File: src/sv/edpm_pkg.sv
// ----------------------------------------------------------------------------
// edpm_pkg
// shared types, widths and helpers for the exact drift particle map
// ----------------------------------------------------------------------------
package edpm_pkg;

  localparam int FRAC_BITS = 24;
  localparam int W         = 32;
  localparam int LEN_W     = 31;
  localparam int SQ_STEPS  = 32;
  localparam int RAD_W     = 2 * SQ_STEPS;
  localparam int REM_W     = SQ_STEPS + 2;
  localparam int Q_W       = 41;
  localparam int NUM_W     = W + LEN_W;
  localparam int HI_W      = NUM_W - Q_W;
  localparam int SUM_W     = Q_W + 2;
  localparam int NLANE     = 3;

  localparam int LANE_X  = 0;
  localparam int LANE_Y  = 1;
  localparam int LANE_CT = 2;

  localparam logic [W:0]     ONE  = (W + 1)'(1) << FRAC_BITS;
  localparam logic [Q_W-1:0] QCAP = Q_W'(1) << (Q_W - 1);

  typedef struct packed {
    logic signed [W-1:0] x;
    logic signed [W-1:0] px;
    logic signed [W-1:0] y;
    logic signed [W-1:0] py;
    logic signed [W-1:0] delta;
    logic signed [W-1:0] ct;
    logic                lost;
    logic                last;
  } item_t;

  typedef struct packed {
    logic [RAD_W-1:0]    rad;
    logic [REM_W-1:0]    rem;
    logic [SQ_STEPS-1:0] root;
  } sqrt_t;

  typedef struct packed {
    logic [W-1:0]   rem;
    logic [Q_W-1:0] nq;
    logic           ovf;
  } lane_t;

  typedef struct packed {
    lane_t [NLANE-1:0] lane;
    logic  [W-1:0]     s;
    logic  [NLANE-1:0] neg;
  } divw_t;

  // magnitude of a 33-bit signed value, fits in 32 bits for all our inputs
  function automatic logic [W-1:0] mag33(input logic [W:0] v);
    logic [W:0] n;
    n = -v;
    return v[W] ? n[W-1:0] : v[W-1:0];
  endfunction

  function automatic logic [W:0] sext33(input logic [W-1:0] v);
    return {v[W-1], v};
  endfunction

  function automatic logic [W-1:0] sat32(input logic [SUM_W-1:0] v);
    logic hi_ok;
    hi_ok = (v[SUM_W-1:W-1] == '0) || (v[SUM_W-1:W-1] == '1);
    if (hi_ok) return v[W-1:0];
    return v[SUM_W-1] ? {1'b1, {(W-1){1'b0}}} : {1'b0, {(W-1){1'b1}}};
  endfunction

endpackage

File: src/sv/edpm_div_cell.sv
// ----------------------------------------------------------------------------
// edpm_div_cell
// one quotient bit of three restoring divisions sharing a divisor
// ----------------------------------------------------------------------------
module edpm_div_cell (
  input  logic            clk,
  input  logic            rst,
  input  logic            valid_i,
  output logic            ready_o,
  input  edpm_pkg::item_t item_i,
  input  edpm_pkg::divw_t dw_i,
  output logic            valid_o,
  input  logic            ready_i,
  output edpm_pkg::item_t item_o,
  output edpm_pkg::divw_t dw_o
);
  import edpm_pkg::*;

  divw_t dw_next;

  always_comb begin
    logic [W:0] t;
    logic [W:0] diff;
    logic       ge;
    dw_next = dw_i;
    for (int i = 0; i < NLANE; i++) begin
      t    = {dw_i.lane[i].rem, dw_i.lane[i].nq[Q_W-1]};
      diff = t - {1'b0, dw_i.s};
      ge   = t >= {1'b0, dw_i.s};
      dw_next.lane[i].rem = ge ? diff[W-1:0] : t[W-1:0];
      dw_next.lane[i].nq  = {dw_i.lane[i].nq[Q_W-2:0], ge};
    end
  end

  assign ready_o = !valid_o || ready_i;

  always_ff @(posedge clk) begin
    if (rst) begin
      valid_o <= 1'b0;
    end else if (ready_o) begin
      valid_o <= valid_i;
    end
  end

  always_ff @(posedge clk) begin
    if (ready_o && valid_i) begin
      item_o <= item_i;
      dw_o   <= dw_next;
    end
  end

endmodule

File: config.mk
export PLATFORM = sky130hd
export DESIGN_NAME = edpm_div_cell
export DESIGN_NICKNAME = d
export VERILOG_FILES = /design/src/sv/edpm_pkg.sv /design/src/sv/edpm_div_cell.sv
export SDC_FILE = /design/constraint.sdc
export NUM_CORES = 1
export LEC_CHECK = 0
export BUFFER_PORTS_ARGS = -buffer_cell sky130_fd_sc_hd__buf_2
export CAP_MARGIN = 5
export CORE_AREA = 2 2 353 355
export CTS_BUF_LIST = sky130_fd_sc_hd__clkbuf_16
export DETAILED_ROUTE_END_ITERATION = 12
export DIE_AREA = 0 0 355 357
export PLACE_DENSITY = 0.46
export SLEW_MARGIN = 10
export SYNTH_ARGS = -nofsm -noshare
export SYNTH_HDL_FRONTEND = slang
export SYNTH_SLANG_ARGS = --single-unit
File: constraint.sdc
create_clock -name clk -period 12 [get_ports clk]
set_input_delay 1.2 -clock clk [delete_from_list [all_inputs] [get_ports clk]]
set_output_delay 1.2 -clock clk [all_outputs]
set_load 0.03 [all_outputs]
# After elaboration in Yosys (flattened, before gate mapping)
# Index checks and enable logic that the tools add are counted.
word_totals:
  mem_count: 0
  regBits: 452
  latchBits: 0
  elab_cells: 32
  output_inout_bits: 453
  inputBits: 455
  romBits: 0
  ramBits: 0
op_classes:
  n_lt_le_gt_ge: 3
  mul: 0
  eq_ne: 0
  n_reduce_logical: 3
  addsub: 3
  shift: 0
  n_bitwise: 0
  n_div: 0
  mux: 3
ops:
  columns: ["op", "n"]
  rows:
  - ["greater-or-equal comparator 33 x 32 -> 1 bit", 3]
  - ["two-way mux 32 bit", 3]
  - ["subtractor 32 bit", 3]
  - ["logical AND 1 bit", 1]
  - ["zero test 1 bit", 1]
  - ["logical OR 1 bit", 1]

# Logic depth before layout (Yosys ltp)
logic_depth:
  ltp_word: 3
  mapped_depth: 14
  depth_no_buf: 12

# Worst setup path after synthesis
# No wires, ideal clock.
synth_path:
  path_type: "input-to-reg"
  from: "input ready_i"
  to: "register dw_o[0] in the netlist's numbering (enable)"
  arrival_ns: 11.749
  required_time_ns: 11.129
  stages: 2
  path_buffers: 0
  setup_slack_ns: -0.620
  setup_ns: 0.871
  path_cell_list: "nand2b_1 and2_1"
synth_via:
  elab_chain_cells: 2
synth_lines:
  columns: ["item", "line_no", "source"]
  rows:
  - ["from (decl)", "edpm_div_cell.sv:13", "input logic ready_i,"]
  - ["logical OR 1 bit", "edpm_div_cell.sv:35", "assign ready_o = !valid_o || ready_i;"]
  - ["logical AND 1 bit", "edpm_div_cell.sv:46", "if (ready_o && valid_i) begin"]
  - ["to (signal assigned)", "edpm_div_cell.sv:48", "dw_o <= dw_next;"]
  - ["to (decl)", "edpm_div_cell.sv:15", "output edpm_pkg::divw_t dw_o"]
# Every way passes these cells.
# A chain may end at the register's enable or synchronous reset.

==> impl_metrics.env <==
export IMPL_status="finished, final reports clean"
export IMPL_slew_violations=0
export IMPL_yosysSeqAreaShare_pct=66.31
export IMPL_clock_root_buffer="clkbuf_16"
export IMPL_clk_latency_ns=0.64
export IMPL_port_buffers=907
export IMPL_setup_viol=0
export IMPL_finalInstanceArea_um2=28780
export IMPL_yosys_cell_types_count=77
export IMPL_synth_edf_count=451
export IMPL_hold_path_class="reg -> reg"
export IMPL_rows=129
export IMPL_regArea_um2=13560
export IMPL_async_flop_share_pct=0
export IMPL_core_area_um2=123000
export IMPL_area_delta_synth_final_pct=40.72
export IMPL_grt_pass1_wl_um=135500
export IMPL_crit_top_cell="buf_4"
export IMPL_drc_errors=0
export IMPL_n_fill_cell=13320
export IMPL_crit_required_ns=12.40
export IMPL_fin_nets=2895
export IMPL_drv_cap=0
export IMPL_wirelength_um=104900
export IMPL_clkPwrFrac_pct=37.8
export IMPL_max_clock_freq_mhz=224.7
export IMPL_final_hold_viol_count=0
export IMPL_grtUsageTotal_pct=15.71
export IMPL_drive_above_1_share_pct=45.60
export IMPL_vias_per_cell=3.992
export IMPL_crit_slowest_cell="buf_4"
export IMPL_crit_chain="buf_2 -> inv_1 -> ha_1 -> and2_1 -> nand3_1 -> nor4_2 -> buf_4 -> nand4_1 -> and3_1 -> a22oi_4 -> buf_4 -> mux2_2"
export IMPL_cp_start_kind="primary input"
export IMPL_synth_seq_cells=452
export IMPL_p_sw_share_pct=30.37
export IMPL_p_seq_share_pct=41.4
export IMPL_die_x_um=355
export IMPL_rsz0062_at_grt="false"
export IMPL_yosys_warnings=0
export IMPL_endpoint_kind="flop"
export IMPL_ys_flop_type="edfxtp_1"
export IMPL_whs_ns=0.5208
export IMPL_internal_power_w=0.003253
export IMPL_multiInputGateArea_um2=6431
export IMPL_cts_clk_slew_worst_paths_ns=0.06
export IMPL_num_vias=16070
export IMPL_cts_buffer_depth=3
export IMPL_wl_met1_um=42150
export IMPL_syn_mean_instance_area_um2=14.56
export IMPL_drt_initial_drc_count=1121
export IMPL_cts_tree="yes"
export IMPL_vdd_ir_drop_max_uv=109.5
export IMPL_cp_data_arrival_time_ns=4.85
export IMPL_cts_setup_buffers=0
export IMPL_die_height_um=357
export IMPL_place_congestion=0.8815
export IMPL_layout_common_cells="907 x buf_2, 451 x edfxtp_1, 105 x a21oi_1, 96 x ha_1, 92 x nand2_1"
export IMPL_cp_max_fo=23
export IMPL_grt_pass1_vias=15770
export IMPL_initial_core_util_pct=16.63
export IMPL_route_met3_wl_um=11060
export IMPL_wl_met2_um=49280
export IMPL_dp_hpwl_um=87920
export IMPL_netlist_area_um2=20450
export IMPL_final_common_cell="buf_2"
export IMPL_whs_path_depth=2
export IMPL_powerDensity_nw_per_um2=162.3
export IMPL_htree_levels=2
export IMPL_relSlewSlack_pct=20.46
export IMPL_finalCriticalPeriod_ns=4.451
export IMPL_tns_ns=0
export IMPL_criticalPathCategory="in -> reg"
export IMPL_placedInstanceArea_um2=26900
export IMPL_holdBufCountCts=0
export IMPL_antenna_found_initial=68
export IMPL_syn_instance_count=1405
export IMPL_tightest_slew_ns=1.193
export IMPL_ctsResizeCount=0
export IMPL_grt_overflow_total=0
export IMPL_cts_sinks=452
export IMPL_die_area_um2=126700
export IMPL_grt_start_max_net_pins=156
export IMPL_p_switching_w=0.001418
export IMPL_power_frac_comb_pct=20.9
export IMPL_wl_per_cell_um=26.06
export IMPL_clock_skew_ns=0.03300
export IMPL_cpPeakStageDelay_ns=0.53
export IMPL_min_period_over_period_pct=37.09
export IMPL_top_layer_used="met5"
export IMPL_ant_nets=0
export IMPL_io_pins=908
export IMPL_dr_pass1_iters=5
export IMPL_syn_num_nets=1959
export IMPL_r2r_cells=4
export IMPL_cts_made_buffers=56
export IMPL_leakagePower_nw=12.16
==> critical path, delay by kind of cell <==
family	cells	cell delay [ns]
AO/OA/AOI/OAI	1	0.46
buffers and inverters	4	1.00
adder cells (fa/ha/maj)	1	0.48
AND/OR/NAND/NOR	5	1.25
multiplexers	1	0.40
==> cell type report <==
cell class | count | area share (%)
clock buffers | 57 | 4.955
flip-flops and latches | 452 | 47.12
repair buffers | 918 | 16.10
inverters | 59 | 0.7781
clock inverters | 46 | 1.578
multi-input cells | 854 | 22.34
diodes | 1 | 0.008694
well taps | 1637 | 7.116
==> sequential cells by signal, summed over array words and instances (netlist names) <==
name,flops
dw_o,257
item_o,194
valid_o,1
==> layer usage <==
metal  track usage, %  up-vias
met1            19.01     7867
met5                0        -
li1                 -     7259
met3            6.622      153
met4            2.992       24
met2            26.14      762
==> synth_stat cells, types with 5 or more instances <==
cell type  number  share of area [%]
or3_1           6               0.18
o21a_1         11               0.40
ha_1           96                5.9
nand2_1        92                1.7
a21oi_1       105                2.6
a21boi_0        5               0.18
nand4_1        26               0.80
nor3_1         10               0.24
o21ai_0        66                1.6
a21o_1         44                1.6
nor2_1         55                1.0
o21bai_1       14               0.51
buf_4           6               0.22
o31ai_1        11               0.40
nand2b_1       14               0.43
nor4_1          6               0.18
mux2_2          5               0.28
xor2_1         26                1.1
mux2_4         55                4.0
and3_1         13               0.40
inv_1          58                1.1
o31a_1          7               0.30
o21ai_1        25               0.61
nor3b_1         5               0.18
xnor2_1        47                2.0
edfxtp_1      451                 66
mux2i_1         9               0.44
nor2b_1        12               0.37
a31oi_1         7               0.21
nand3_1        17               0.42
clkbuf_1       27               0.50
==> stage by stage <==
stage,utilization (%),total power (W),cells,setup WS (ns)
3_3_place_gp,21.86,0.002953,3919,5.519
2_1_floorplan,-,0.002587,1405,4.432
4_1_cts,23.40,0.004762,4023,7.383
3_5_place_dp,21.87,0.002952,3920,6.681
5_1_grt,23.40,0.004870,4023,7.312
6_report,23.40,0.004671,4024,7.549
==> power groups by stage <==
stage / registers [W] / clock network [W] / logic, W
finish: 0.00193 / 0.00176 / 0.000975
CTS: 0.00193 / 0.00184 / 0.000992
global placement: 0.00197 / 0 / 0.000987
detailed placement: 0.00196 / 0 / 0.000988
global route: 0.00194 / 0.00188 / 0.00105
floorplan: 0.00221 / 0 / 0.000382
==> worst paths after layout <==
kind	slack (ns)	start	end
min reg2reg	0.52	valid_o	valid_o
min	0.52	valid_o	valid_o
max	7.55	dw_i[24]	dw_o[227]
max reg2reg	8.65	valid_o	item_o[179]
==> cells by family after synthesis <==
kind of cell               after synthesis  synth area share (%)
DFF                                    452                 66.31
AOI/OAI and AO/OA                      331                 10.40
and+or+nand+nor                        282                 6.955
buffers and inverters                   99                 2.294
adders and majority gates               99                 6.166
xor gates and xnor gates                73                 3.126
muxes                                   69                 4.753
(Power assumes the default switching activity.)
