<file path="src/sv/edpm_pkg.sv">
// ----------------------------------------------------------------------------
// edpm_pkg
// shared types, widths and helpers for the exact drift particle map
// ----------------------------------------------------------------------------
package edpm_pkg;

  localparam int FRAC_BITS = 24;
  localparam int W         = 32;
  localparam int LEN_W     = 31;
  localparam int SQ_STEPS  = 32;
  localparam int RAD_W     = 2 * SQ_STEPS;
  localparam int REM_W     = SQ_STEPS + 2;
  localparam int Q_W       = 41;
  localparam int NUM_W     = W + LEN_W;
  localparam int HI_W      = NUM_W - Q_W;
  localparam int SUM_W     = Q_W + 2;
  localparam int NLANE     = 3;

  localparam int LANE_X  = 0;
  localparam int LANE_Y  = 1;
  localparam int LANE_CT = 2;

  localparam logic [W:0]     ONE  = (W + 1)'(1) << FRAC_BITS;
  localparam logic [Q_W-1:0] QCAP = Q_W'(1) << (Q_W - 1);

  typedef struct packed {
    logic signed [W-1:0] x;
    logic signed [W-1:0] px;
    logic signed [W-1:0] y;
    logic signed [W-1:0] py;
    logic signed [W-1:0] delta;
    logic signed [W-1:0] ct;
    logic                lost;
    logic                last;
  } item_t;

  typedef struct packed {
    logic [RAD_W-1:0]    rad;
    logic [REM_W-1:0]    rem;
    logic [SQ_STEPS-1:0] root;
  } sqrt_t;

  typedef struct packed {
    logic [W-1:0]   rem;
    logic [Q_W-1:0] nq;
    logic           ovf;
  } lane_t;

  typedef struct packed {
    lane_t [NLANE-1:0] lane;
    logic  [W-1:0]     s;
    logic  [NLANE-1:0] neg;
  } divw_t;

  // magnitude of a 33-bit signed value, fits in 32 bits for all our inputs
  function automatic logic [W-1:0] mag33(input logic [W:0] v);
    logic [W:0] n;
    n = -v;
    return v[W] ? n[W-1:0] : v[W-1:0];
  endfunction

  function automatic logic [W:0] sext33(input logic [W-1:0] v);
    return {v[W-1], v};
  endfunction

  function automatic logic [W-1:0] sat32(input logic [SUM_W-1:0] v);
    logic hi_ok;
    hi_ok = (v[SUM_W-1:W-1] == '0) || (v[SUM_W-1:W-1] == '1);
    if (hi_ok) return v[W-1:0];
    return v[SUM_W-1] ? {1'b1, {(W-1){1'b0}}} : {1'b0, {(W-1){1'b1}}};
  endfunction

endpackage

</file>
<file path="src/sv/edpm_sqrt_cell.sv">
// ----------------------------------------------------------------------------
// edpm_sqrt_cell
// one root bit of the digit-by-digit square root, with its own stage register
// ----------------------------------------------------------------------------
module edpm_sqrt_cell (
  input  logic            clk,
  input  logic            rst,
  input  logic            valid_i,
  output logic            ready_o,
  input  edpm_pkg::item_t item_i,
  input  edpm_pkg::sqrt_t sq_i,
  output logic            valid_o,
  input  logic            ready_i,
  output edpm_pkg::item_t item_o,
  output edpm_pkg::sqrt_t sq_o
);
  import edpm_pkg::*;

  logic [REM_W+1:0] t;
  logic [REM_W+1:0] trial;
  logic [REM_W+1:0] diff;
  logic             ge;

  assign t       = {sq_i.rem, sq_i.rad[RAD_W-1 -: 2]};
  assign trial   = {2'b00, sq_i.root, 2'b01};
  assign diff    = t - trial;
  assign ge      = t >= trial;
  assign ready_o = !valid_o || ready_i;

  always_ff @(posedge clk) begin
    if (rst) begin
      valid_o <= 1'b0;
    end else if (ready_o) begin
      valid_o <= valid_i;
    end
  end

  always_ff @(posedge clk) begin
    if (ready_o && valid_i) begin
      item_o     <= item_i;
      sq_o.rad   <= {sq_i.rad[RAD_W-3:0], 2'b00};
      sq_o.rem   <= ge ? diff[REM_W-1:0] : t[REM_W-1:0];
      sq_o.root  <= {sq_i.root[SQ_STEPS-2:0], ge};
    end
  end

endmodule

</file>
<file path="config.mk">
export PLATFORM = sky130hd
export DESIGN_NAME = edpm_sqrt_cell
export DESIGN_NICKNAME = d
export VERILOG_FILES = /design/src/sv/edpm_pkg.sv /design/src/sv/edpm_sqrt_cell.sv
export SDC_FILE = /design/constraint.sdc
export NUM_CORES = 1
export LEC_CHECK = 0
export ABC_CLOCK_PERIOD_IN_PS = 14900
export BUFFER_PORTS_ARGS = -buffer_cell sky130_fd_sc_hd__buf_2
export CELL_PAD_IN_SITES_DETAIL_PLACEMENT = 0
export CELL_PAD_IN_SITES_GLOBAL_PLACEMENT = 1
export CORE_AREA = 2 2 253 255
export DETAILED_ROUTE_END_ITERATION = 10
export DIE_AREA = 0 0 255 257
export PLACE_DENSITY = 0.46
export SETUP_SLACK_MARGIN = 0.1
export SYNTH_ARGS = -nofsm -noshare
export SYNTH_HDL_FRONTEND = slang
export SYNTH_SLANG_ARGS = --single-unit
export TNS_END_PERCENT = 50
</file>
<file path="constraint.sdc">
create_clock -name clk -period 14.9 [get_ports clk]
set_clock_uncertainty 0.15 [all_clocks]
set_input_delay 2.98 -clock clk [delete_from_list [all_inputs] [get_ports clk]]
set_output_delay 2.98 -clock clk [all_outputs]
set_load 0.02 [all_outputs]
</file>
Yosys cells after proc, flatten, opt, wreduce, memory -nomap -nowiden
Index checks and enable logic that the tools add are counted.

Bits in registers: 323. Input bits: 328.

$add $sub $neg: 1. Magnitude comparators: 1. Multiplexer cells: 1. Reduce and logical (&&, ||, !) cells: 3.

Operators by type and width (count): 36-bit by 34-bit >= comparator with 1-bit output (1); 34-bit two-way mux (1); 34-bit subtractor (1); 1-bit logical AND (1); 1-bit zero test (1); 1-bit logical OR (1).

Logic depth before layout (Yosys ltp)
Gate-level depths: netlist (run 1).

Word-level depth: 3. Gate-level depth with buffers: 14. Gate-level depth less buffers: 11.

Worst setup path before layout (run 1)
Ideal clock, no wire load.

Path type: input port to flip-flop. Start: input ready_i. End: register item_o[0] in the netlist's numbering (enable). Setup time: 0.724 ns. Data arrival time: 10.571 ns. Required time: 14.026 ns. Setup slack: 3.456 ns. Stages on the path: 2. Path buffers: 0. Path through: nand2b_1 > and2_1.

Word-level cells in the longest chain between the ends: 2.

Ends and longest elaborated chain: from (decl) (line edpm_sqrt_cell.sv:13) `input logic ready_i,`; 1-bit logical OR (line edpm_sqrt_cell.sv:28) `assign ready_o = !valid_o || ready_i;`; 1-bit logical AND (line edpm_sqrt_cell.sv:39) `if (ready_o && valid_i) begin`; to (signal assigned) (line edpm_sqrt_cell.sv:40) `item_o <= item_i;`; to (decl) (line edpm_sqrt_cell.sv:14) `output edpm_pkg::item_t item_o,`.

No other way between the ends. A chain may end at the register's enable or synchronous reset.

Final worst setup path (run 1)
Start: input ready_i. End: output ready_o.

Word-level cells in the longest chain between the ends: 1.

Ends and longest elaborated chain: 1-bit logical OR (line edpm_sqrt_cell.sv:28); to (decl) (line edpm_sqrt_cell.sv:9) `output logic ready_o,`.

No other way between the ends.

==> results of run 1 <==
-- worst max-delay path by stage --
stage            start   endpoint  slack (ns)  depth (start not counted)
6_report       ready_i    ready_o        8.36                          3
5_1_grt        ready_i    ready_o        8.33                          3
4_1_cts        ready_i    ready_o        8.36                          3
3_5_place_dp   ready_i    ready_o        8.37                          3
3_3_place_gp   ready_i    ready_o        8.34                          3
2_1_floorplan  ready_i  item_o[0]        3.46                          2
-- metrics by stage --
step / cell area [um2] / hold WS [ns]
final: 17580 / 0.4214
after detailed placement: 16340 / 0.3984
after floorplan: 12090 / 0.5790
after global routing: 17580 / 0.4558
after CTS: 17570 / 0.4101
after global placement: 16340 / 0.3963
-- cells in the mapped netlist (2+ instances only) --
cell / number / area share
sky130_fd_sc_hd__or2_1: 2 / 0.0010
sky130_fd_sc_hd__ha_1: 34 / 0.035
sky130_fd_sc_hd__o41ai_2: 2 / 0.0027
sky130_fd_sc_hd__buf_4: 2 / 0.0012
sky130_fd_sc_hd__xnor2_1: 13 / 0.0094
sky130_fd_sc_hd__clkbuf_1: 6 / 0.0019
sky130_fd_sc_hd__nand4_1: 8 / 0.0041
sky130_fd_sc_hd__buf_2: 6 / 0.0025
sky130_fd_sc_hd__o21ai_0: 31 / 0.013
sky130_fd_sc_hd__nand2b_1: 6 / 0.0031
sky130_fd_sc_hd__nor3_1: 9 / 0.0037
sky130_fd_sc_hd__a21oi_1: 47 / 0.019
sky130_fd_sc_hd__o31a_1: 2 / 0.0014
sky130_fd_sc_hd__a21o_1: 22 / 0.014
sky130_fd_sc_hd__and2_1: 6 / 0.0031
sky130_fd_sc_hd__buf_6: 3 / 0.0028
sky130_fd_sc_hd__o31ai_1: 3 / 0.0019
sky130_fd_sc_hd__nor2_1: 33 / 0.010
sky130_fd_sc_hd__a21boi_0: 4 / 0.0025
sky130_fd_sc_hd__inv_1: 42 / 0.013
sky130_fd_sc_hd__edfxtp_1: 322 / 0.80
sky130_fd_sc_hd__nand2_1: 41 / 0.013
sky130_fd_sc_hd__o211ai_1: 5 / 0.0031
sky130_fd_sc_hd__and3_1: 6 / 0.0031
sky130_fd_sc_hd__nand3_1: 4 / 0.0017
sky130_fd_sc_hd__xor2_1: 15 / 0.011
sky130_fd_sc_hd__a31oi_1: 6 / 0.0031
-- metal layers --
metal	vias to the layer above	part of all wire
met2	376	0.55
met4	14	0.031
li1	4058	-
met1	4134	0.33
met5	-	0.0017
met3	99	0.091
-- worst max-delay path: stages --
cell	delay, ns
sky130_fd_sc_hd__buf_2	0.09
sky130_fd_sc_hd__nand2b_1	0.17
sky130_fd_sc_hd__buf_2	0.17
-- where the power goes --
part	internal [uW]	switching, uW	total [uW]
Clock	530	396	925
Sequential	1080	13.1	1090
Combinational	111	214	325
Total	1720	622	2340
-- cells by family (layout without fill, tap and decap cells) --
kind of cell | Yosys count | in the layout
AO/OA/AOI/OAI | 138 | 138
other | 1 | 5
multiplexers | 1 | 1
AND/OR/NAND/NOR | 120 | 120
flip-flops | 323 | 323
buffers and inverters | 61 | 770
adder cells (fa/ha/maj) | 34 | 34
XOR/XNOR | 28 | 28
-- final cells by class --
class                           count  area (um2)
Tap cell                          846        1059
Inverter                           43       161.4
Clock inverter                     26       211.5
Antenna cell                        3       7.507
Sequential cell                   323        9689
Multi-Input combinational cell    323        2135
Timing Repair Buffer              656        3296
Fill cell                        6524       45160
Clock buffer                       45        1020
-- state kept, by name, indices dropped and copies added, names as in the netlist --
name / count
item_o: 194
sq_o: 128
valid_o: 1
==> flow_summary_export.csv, run 1 <==
group,metric,value,unit
run_status,status,"completed",
logic_synthesis,ys_seq_area_frac,0.8017,
sta,summed_negative_setup_slack_over_all_endpoints,0,ns
cts,number_of_buffers_created_by_cts,40,
place,detailed_place_hpwl,37920,um
sta,max_slew.worst_pin.slew,1.085,ns
cts,clock-sinks,323,
layout,mostFrequentLayoutCells,"sky130_fd_sc_hd__buf_2, sky130_fd_sc_hd__edfxtp_1, sky130_fd_sc_hd__a21oi_1, sky130_fd_sc_hd__inv_1, sky130_fd_sc_hd__nand2_1",
hold_path,min_to,"valid_o",
run,cap_violations,0,
global_routing,antenna_found_initial,17,
power_and_ir_drop,ir_worst_vdd,0.06253,mV
logic_synthesis,synth_top_family_by_area,"compound AO/OA/AOI/OAI gates",
global_routing,gr-usage-met3,0.05088,
global_routing,largest_net_degree_at_the_start_of_global_routing,84,
sta,setup_viol,0,
cts,cts.repair_timing.setup_buffer_count,0,
floorplanning,die-width,255,um
sta,min_period,6.544,ns
detailed_routing,number_of_remaining_drc_errors,0,
logic_synthesis,synth-async-reset-ratio,0,
floorplanning,num_io_pins,654,
place,dp_slack,8.367,ns
layout,fin_cells,2265,
logic_synthesis,synth_adder_area_share,0.03520,
sta,grt_setup_unrepaired,"no",
layout,layout.cells.most_common,"sky130_fd_sc_hd__buf_2",
power_and_ir_drop,finalPower,2340,uW
sta,least_setup_slack_across_all_paths_after_layout,8.356,ns
worst_setup_path,worst_r2r_startpoint,"valid_o",
worst_setup_path,cp_data_arrival_time,3.41,ns
logic_synthesis,yosys.area_share.simple,0.04617,
logic_synthesis,post_synthesis_instance_total,706,
detailed_routing,number_of_design_rule_violations_left_by_the_first_detailed_router_iteration,446,
sta,timing.slew.headroom,0.2765,
detailed_routing,route.antenna.remaining_nets,0,
logic_synthesis,ys_seq_elements,323,
cts,clock_tree_from_tritoncts,"built",
floorplanning,core_area,62740,um2
layout,fin_nets,1749,
global_routing,gr-usage-met2,0.2680,
floorplanning,initial_core_util,0.1926,
power_and_ir_drop,p_leak,0.007487,uW
sta,timing_max_transition_violations_final,0,
cts,clock_latency,0.54,ns
worst_setup_path,required,11.77,ns
cts,clock_path_buffers,3,
logic_synthesis,synthXorXnorAreaFrac,0.02029,
logic_synthesis,synth.mux.area_fraction,0.0008282,
place,place.gp.congestion,0.8377,
cts,clock_transition_at_the_registers_of_the_reported_paths,0.05,ns
place,port-buffer-count,651,
sta,timing.fmax,152.8,MHz
logic_synthesis,synth.lib_cells_used.distinct,53,
logic_synthesis,synth_enable_flop_cells,322,
logic_synthesis,synth-compound-area-share,0.07330,
logic_synthesis,yosys_warnings,0,
worst_setup_path,timing.critical_path.to_type,"primary output",
cts,postCtsResizedCells,0,
floorplanning,die_height,257,um
worst_setup_path,cp_max_fo,3,
place,dp.cells,2191,
floorplanning,num_rows,92,
sta,timing.final.crit_share,0.4392,
global_routing,grt.met1_usage,0.1307,
detailed_routing,post_detailed_route_via_to_cell_ratio,3.833,
worst_setup_path,timing.reg2reg.worst_path_depth,4,
layout,layout_cells_sized_above_1,0.5092,
detailed_routing,avg_wl_per_cell,20.97,um
floorplanning,die_area,65540,um2
detailed_routing,num_vias,8681,
layout,layout.core_utilization,0.2802,
hold_path,timing.hold.worst.class,"reg -> reg",
worst_setup_path,critical_path.reg2reg.endpoint,"item_o[40]",
logic_synthesis,average_cell_area_after_synthesis,17.12,um2
power_and_ir_drop,cellPowerDensity,133.1,nW/um2
hold_path,timing.hold.worst.start,"valid_o",
worst_setup_path,setup.worst_path.class,"in -> out",
cts,ctsHtreeMaxLevel,2,
logic_synthesis,netlist_area_before_placement,12090,um2
worst_setup_path,start_kind,"input pin",
global_routing,grt_util_all_layers,0.1379,
detailed_routing,detail_route.first_pass.iterations,5,
global_routing,aggregate_global_routing_overflow,0,
global_routing,grt_pass1_wl,64550,um
global_routing,global_route.peak_usage_layer,"met2",
logic_synthesis,ys_dominant_reg_cell,"sky130_fd_sc_hd__edfxtp_1",
sta,timing_hold_violations_final,0,
detailed_routing,finalWirelength,47510,um
cts,cts.hold.buffers_added,0,
hold_path,whs_path_depth,2,
layout,area_growth_syn_to_layout,45.45,%
worst_setup_path,timing.reg2reg.setup_slack,11.33,ns
cts,cts-root-buf,"sky130_fd_sc_hd__clkbuf_16",
global_routing,grt_pass1_vias,8964,
Power figures use the tool's default switching activity.
==> inputs of run 2 (changes only) <==
ABC_AREA = 1   (was unset)
ABC_CLOCK_PERIOD_IN_PS = 6400   (was 14900)
PLACE_DENSITY = 0.49   (was 0.46)
clock period = 6.4 ns   (was 14.9 ns; I/O delays follow)
==> run 2 against run 1 <==
  * Clock power up 140%
  * Count of clock-buffer cells in the layout up 2
  * Hold slack got worse by 0.0095 ns
  * Die area unchanged
  * Highest routed layer unchanged
  * First-iteration DRC count is 41% higher
  * Synthesized area grew 5.8%
  * Sequential power is 130% higher
  * Sequential share of layout area decreased by 2.5 points
  * Register-to-register slack worse by 7.2 ns
  * Non-clock buffer count is 1 lower
==> flow_summary_export.csv, run 2 <==
group,metric,value,unit
sta,timing_hold_violations_final,0,
cts,clock_path_buffers,3,
global_routing,grt_pass1_vias,10064,
worst_setup_path,critical_path.reg2reg.endpoint,"sq_o[59]",
sta,setup_viol,0,
layout,mostFrequentLayoutCells,"sky130_fd_sc_hd__buf_2, sky130_fd_sc_hd__edfxtp_1, sky130_fd_sc_hd__nand2_1, sky130_fd_sc_hd__inv_1, sky130_fd_sc_hd__nor2_1",
cts,ctsHtreeMaxLevel,2,
logic_synthesis,synth.top_cells.by_area,"sky130_fd_sc_hd__edfxtp_1, sky130_fd_sc_hd__nand2_1, sky130_fd_sc_hd__inv_1",
cts,number_of_buffers_created_by_cts,40,
floorplanning,num_io_pins,654,
global_routing,aggregate_global_routing_overflow,0,
layout,largest_register_ff_count,194,
hold_path,whs_path_depth,2,
cts,clock_transition_at_the_registers_of_the_reported_paths,0.06,ns
power_and_ir_drop,cellPowerDensity,303.0,nW/um2
global_routing,antenna_found_initial,25,
detailed_routing,number_of_design_rule_violations_left_by_the_first_detailed_router_iteration,630,
logic_synthesis,synth_top_area_cell,"sky130_fd_sc_hd__edfxtp_1",
floorplanning,die-width,255,um
layout,layout.core_utilization,0.2933,
layout,biggest_register,"item_o",
power_and_ir_drop,ir_worst_vdd,0.1521,mV
hold_path,timing.hold.worst.class,"reg -> reg",
global_routing,largest_net_degree_at_the_start_of_global_routing,126,
sta,timing_max_transition_violations_final,0,
logic_synthesis,yosys_warnings,0,
logic_synthesis,synth-async-reset-ratio,0,
power_and_ir_drop,p_leak,0.008395,uW
place,place.gp.congestion,0.8494,
hold_path,min_to,"valid_o",
sta,timing.final.crit_share,0.5475,
logic_synthesis,post_synthesis_instance_total,975,
global_routing,grt_pass1_wl,76020,um
sta,timing.fmax,285.4,MHz
detailed_routing,detailroute.wirelength.met3,5794,um
logic_synthesis,synth.cells.most_frequent,"sky130_fd_sc_hd__edfxtp_1, sky130_fd_sc_hd__nand2_1, sky130_fd_sc_hd__inv_1",
worst_setup_path,timing.reg2reg.worst_path_depth,2,
detailed_routing,avg_wl_per_cell,22.22,um
place,port-buffer-count,651,
global_routing,grt_util_all_layers,0.1660,
logic_synthesis,netlist_area_before_placement,12790,um2
floorplanning,initial_core_util,0.2038,
cts,postCtsResizedCells,0,
layout,reg_top3,"item_o (194), sq_o (128), valid_o (1)",
floorplanning,num_rows,92,
run,cap_violations,0,
run_status,status,"completed",
logic_synthesis,ys_seq_elements,323,
logic_synthesis,average_cell_area_after_synthesis,13.11,um2
worst_setup_path,start_kind,"input pin",
logic_synthesis,synth.lib_cells_used.distinct,26,
detailed_routing,route.antenna.remaining_nets,0,
cts,cts.hold.buffers_added,0,
worst_setup_path,timing.reg2reg.setup_slack,4.11,ns
cts,clock-sinks,323,
worst_setup_path,required,6.54,ns
sta,min_period,3.504,ns
logic_synthesis,post-synth-top-count-cell,"sky130_fd_sc_hd__edfxtp_1",
detailed_routing,dr.max_layer_used,"met5",
worst_setup_path,cp_data_arrival_time,3.64,ns
layout,layout.cells.most_common,"sky130_fd_sc_hd__buf_2",
detailed_routing,routed-wl-met2,28820,um
detailed_routing,num_vias,9898,
layout,layout_cells_sized_above_1,0.4315,
layout,fin_nets,2027,
place,detailed_place_hpwl,46270,um
floorplanning,core_area,62740,um2
floorplanning,die_height,257,um
worst_setup_path,setup.worst_path.class,"in -> reg",
worst_setup_path,worst_r2r_startpoint,"valid_o",
logic_synthesis,ys_dominant_reg_cell,"sky130_fd_sc_hd__edfxtp_1",
detailed_routing,number_of_remaining_drc_errors,0,
detailed_routing,detail_route.first_pass.iterations,4,
cts,clock_tree_from_tritoncts,"built",
sta,grt_setup_unrepaired,"no",
hold_path,timing.hold.worst.start,"valid_o",
sta,max_slew.worst_pin.slew,0.8321,ns
logic_synthesis,synth_enable_flop_cells,322,
worst_setup_path,cp_max_fo,37,
detailed_routing,route.layer.met1.wl,19560,um
detailed_routing,post_detailed_route_via_to_cell_ratio,3.882,
power_and_ir_drop,finalPower,5576,uW
sta,timing.slew.headroom,0.4453,
logic_synthesis,ys_seq_area_frac,0.7578,
worst_setup_path,timing.critical_path.to_type,"flop",
layout,area_growth_syn_to_layout,43.93,%
cts,cts-root-buf,"sky130_fd_sc_hd__clkbuf_16",
detailed_routing,finalWirelength,56650,um
cts,cts.repair_timing.setup_buffer_count,0,
cts,clock_latency,0.55,ns
logic_synthesis,post-synth-top-area-fraction,0.7562,
floorplanning,die_area,65540,um2
## run 2: changes by cell type after synthesis, sizes merged, moves of 19 or more
cell / delta
nand3: +36
inv: +99
o21ai: -19
nor2: +26
a21o: -22
a21oi: -19
nand2: +249
## run 2: how the worst max path moves through the flow
stage                        start        end  slack, ns  cells after the start
after floorplan            ready_i  item_o[0]      -0.76                      2
after global placement    sq_i[11]   sq_o[38]       2.19                     14
after detailed placement  sq_i[11]   sq_o[57]       2.19                     14
after CTS                 sq_i[11]   sq_o[38]       2.79                     14
after global routing      sq_i[13]   sq_o[49]       2.64                     14
final                     sq_i[12]   sq_o[35]       2.90                     14
## run 2: logic make-up after synthesis
logic type | count (synthesis) | share of synthesized area
AO/OA/AOI/OAI | 44 | 0.01859
XOR/XNOR | 18 | 0.01233
adder cells (fa/ha/maj) | 34 | 0.03327
buffers and inverters | 150 | 0.04746
flip-flops | 323 | 0.7578
other | 1 | 0.0002933
AND/OR/NAND/NOR | 405 | 0.1302
## run 2: power breakdown
group          switching (uW)  total [uW]  internal, uW
Combinational             562         820           258
Sequential               39.0        2540          2500
Clock                     939        2210          1270
Total                    1540        5580          4040
## run 2: per-stage QoR
stage / instances / hold WS, ns / instance area [um2] / setup TNS (ns) / worst slack [ns]
after global placement: 2469 / 0.4078 / 17120 / 0 / 2.194
after floorplan: 976 / 0.5876 / 12810 / -243.47 / -0.7561
after CTS: 2540 / 0.4256 / 18380 / 0 / 2.787
after global routing: 2543 / 0.4500 / 18390 / 0 / 2.644
after detailed placement: 2469 / 0.4175 / 17120 / 0 / 2.192
final: 2550 / 0.4119 / 18400 / 0 / 2.896
## run 2: layer usage
layer	global-route usage	vias to the layer above
li1	-	4679
met1	0.1673	4665
met2	0.2992	419
met3	0.06868	119
met4	0.06823	16
met5	0	-
## run 2: layout make-up
class                           count  area, um2
Antenna cell                       10      25.02
Clock buffer                       47       1027
Clock inverter                     24      229.0
Fill cell                        6620      44330
Inverter                          142      543.0
Multi-Input combinational cell    503       2505
Sequential cell                   323       9689
Tap cell                          846       1059
Timing Repair Buffer              655       3326
## run 2: critical path, stage by stage
cell and delay [ns]:
sky130_fd_sc_hd__buf_2 0.10, sky130_fd_sc_hd__inv_1 0.04, sky130_fd_sc_hd__ha_1 0.35, sky130_fd_sc_hd__nand2_1 0.14
sky130_fd_sc_hd__nor2_1 0.41, sky130_fd_sc_hd__nand2_1 0.19, sky130_fd_sc_hd__nor2_1 0.13, sky130_fd_sc_hd__nand2_1 0.08
sky130_fd_sc_hd__nand2_1 0.12, sky130_fd_sc_hd__nand2_2 0.10, sky130_fd_sc_hd__nand2_8 0.24, sky130_fd_sc_hd__inv_4 0.22
sky130_fd_sc_hd__nand2_1 0.12, sky130_fd_sc_hd__nand2_1 0.06
==> inputs of run 3 (changes only) <==
ABC_CLOCK_PERIOD_IN_PS = 3400   (was 6400)
clock period = 3.4 ns   (was 6.4 ns; I/O delays follow)
==> run 3 against run 2 <==
  * Sequential share of layout area decreased by 0.21 points
  * Global-route usage is 0.18 points lower
  * Combinational power increased by 89%
  * First-iteration DRC count decreased by 19%
  * Final cell count about the same
  * Hold slack got worse by 0.28 ns
  * Via count is essentially flat
  * Sequential power is 88% higher
  * Clock power increased by 91%
==> flow_summary_export.csv, run 3 (synthesis gave the netlist of run 2 again) <==
group,metric,value,unit
sta,timing.slew.headroom,0.6189,
cts,clock_tree_from_tritoncts,"built",
floorplanning,die_height,257,um
worst_setup_path,critical_path_cell_by_cell,"buf_2, inv_1, ha_1, nand2_1, nand2_1, nand2_1, nand2_1, inv_1, nand2_1, a21oi_2, nand2_1, nand2_2, nand2_8, inv_4, nand2_1, nand2_1",
worst_setup_path,start_kind,"input pin",
cts,postCtsResizedCells,0,
floorplanning,die_area,65540,um2
sta,timing.fmax,412.4,MHz
layout,area_of_the_multi_input_gates,2505,um2
global_routing,aggregate_global_routing_overflow,0,
global_routing,grt_util_all_layers,0.1642,
worst_setup_path,critical_path_max_stage_delay,0.40,ns
floorplanning,num_io_pins,654,
layout,ff_latch_area,9689,um2
floorplanning,die-width,255,um
layout,largest_register_ff_count,194,
cts,cts-root-buf,"sky130_fd_sc_hd__clkbuf_16",
worst_setup_path,setup.worst_path.class,"in -> reg",
cts,cts.hold.buffers_added,0,
detailed_routing,number_of_remaining_drc_errors,0,
detailed_routing,finalWirelength,56080,um
worst_setup_path,slowest_stage,"sky130_fd_sc_hd__ha_1",
sta,min_period,2.425,ns
power_and_ir_drop,ir_worst_vdd,0.2771,mV
worst_setup_path,critical_path.n_buffers_inverters,4,
global_routing,antenna_found_initial,27,
layout,fin_cells,2552,
place,detailed_place_hpwl,46120,um
detailed_routing,detail_route.first_pass.iterations,5,
cts,clock_latency,0.54,ns
detailed_routing,route.antenna.remaining_nets,0,
global_routing,grt_pass1_wl,76220,um
layout,layout.cells.most_common,"sky130_fd_sc_hd__buf_2",
cts,ctsHtreeMaxLevel,2,
floorplanning,core_area,62740,um2
worst_setup_path,cp_max_fo,33,
run_status,status,"completed",
worst_setup_path,required,3.66,ns
worst_setup_path,timing.reg2reg.worst_path_depth,2,
layout,biggest_register,"item_o",
sta,grt_setup_unrepaired,"no",
power_and_ir_drop,combPwrFrac,0.147,
layout,mostFrequentLayoutCells,"sky130_fd_sc_hd__buf_2, sky130_fd_sc_hd__edfxtp_1, sky130_fd_sc_hd__nand2_1, sky130_fd_sc_hd__inv_1, sky130_fd_sc_hd__nor2_1",
power_and_ir_drop,p_int,7717,uW
layout,area_growth_syn_to_layout,44.50,%
floorplanning,initial_core_util,0.2038,
layout,fin_nets,2032,
detailed_routing,number_of_design_rule_violations_left_by_the_first_detailed_router_iteration,511,
worst_setup_path,timing.critical_path.mode_cell,"sky130_fd_sc_hd__nand2_1",
run,cap_violations,0,
global_routing,grt_pass1_vias,10178,
cts,number_of_buffers_created_by_cts,39,
floorplanning,num_rows,92,
cts,clock_path_buffers,3,
place,port-buffer-count,651,
power_and_ir_drop,sequentialPowerShare,0.453,
place,dp.cells,2475,
worst_setup_path,cp_data_arrival_time,2.69,ns
worst_setup_path,critical_path.startpoint,"sq_i[15]",
cts,clock-sinks,323,
sta,setup_viol,0,
layout,num-fill-cells,6655,
power_and_ir_drop,power_frac_clock,0.400,
worst_setup_path,crit_path_max_delay_family,"simple AND/OR/NAND/NOR gates",
worst_setup_path,timing.critical_path.to_type,"flop",
place,place.gp.congestion,0.8926,
sta,max_slew.worst_pin.slew,0.5657,ns
global_routing,largest_net_degree_at_the_start_of_global_routing,100,
detailed_routing,num_vias,9889,
worst_setup_path,crit_end,"sq_o[60]",
cts,cts.repair_timing.setup_buffer_count,0,
layout,layout_cells_sized_above_1,0.4355,
sta,timing_hold_violations_final,0,
power_and_ir_drop,finalPower,10560,uW
layout,layout.core_utilization,0.2945,
worst_setup_path,path_depth,16,
power_and_ir_drop,cellPowerDensity,571.5,nW/um2
hold_path,timing.hold.worst.class,"in -> reg",
sta,timing.final.crit_share,0.7132,
worst_setup_path,timing.reg2reg.setup_slack,1.52,ns
layout,reg_top3,"item_o (194), sq_o (128), valid_o (1)",
sta,timing_max_transition_violations_final,0,
power_and_ir_drop,p_leak,0.008443,uW
power_and_ir_drop,switching_share,0.2691,
cts,clock_transition_at_the_registers_of_the_reported_paths,0.06,ns
detailed_routing,post_detailed_route_via_to_cell_ratio,3.875,
worst_setup_path,critical_path.reg2reg.endpoint,"item_o[12]",
worst_setup_path,worst_r2r_startpoint,"valid_o",
power_and_ir_drop,net-switching-power,2842,uW
detailed_routing,avg_wl_per_cell,21.97,um
-- run 3: through the flow --
| step | setup TNS (ns) | instance area (um2) | worst slack [ns] | hold WS, ns |
|---|---|---|---|---|
| floorplan | -1016.27 | 12810 | -3.156 | 0.5876 |
| global placement | 0 | 17180 | 0.3523 | 0.4134 |
| detailed placement | 0 | 17180 | 0.3482 | 0.4142 |
| CTS | 0 | 18450 | 0.9329 | 0.09607 |
| global route | 0 | 18460 | 0.6829 | 0.1194 |
| finish | 0 | 18480 | 0.9751 | 0.1366 |
-- run 3: worst min path at each step --
stage,start,to,slack (ns),depth (start not counted)
floorplan,valid_o,valid_o,0.59,2
global placement,valid_o,valid_o,0.41,2
detailed placement,valid_o,valid_o,0.41,2
CTS,rst,valid_o,0.1,2
global route,rst,valid_o,0.12,2
finish,rst,valid_o,0.14,2
-- run 3: power groups by stage --
stage | clock network [uW] | registers [uW] | logic (uW)
after floorplan | 0 | 5240 | 494
after global placement | 0 | 4870 | 1580
after detailed placement | 0 | 4860 | 1590
after CTS | 4390 | 4780 | 1590
after global routing | 4540 | 4810 | 1700
final | 4230 | 4780 | 1550
-- run 3: worst reg2reg max path, cell delays in order, from the launching register on --
cell	delay, ns
sky130_fd_sc_hd__dfxtp_1	0.36
sky130_fd_sc_hd__a21oi_4	0.43
sky130_fd_sc_hd__buf_12	0.49
-- run 3: layer usage --
| layer | global-route usage | routed length (um) |
|---|---|---|
| met4 | 0.05247 | 1771 |
| met1 | 0.1686 | 19620 |
| met5 | 0 | 103 |
| met2 | 0.3012 | 29050 |
| met3 | 0.06524 | 5532 |
-- run 3: cell type report --
type	count	share of cell area
Tap cell	846	0.05729
Sequential cell	323	0.5244
Multi-Input combinational cell	503	0.1356
Inverter	142	0.02939
Timing Repair Buffer	661	0.1831
Antenna cell	9	0.001219
Clock buffer	50	0.05729
Clock inverter	18	0.01165
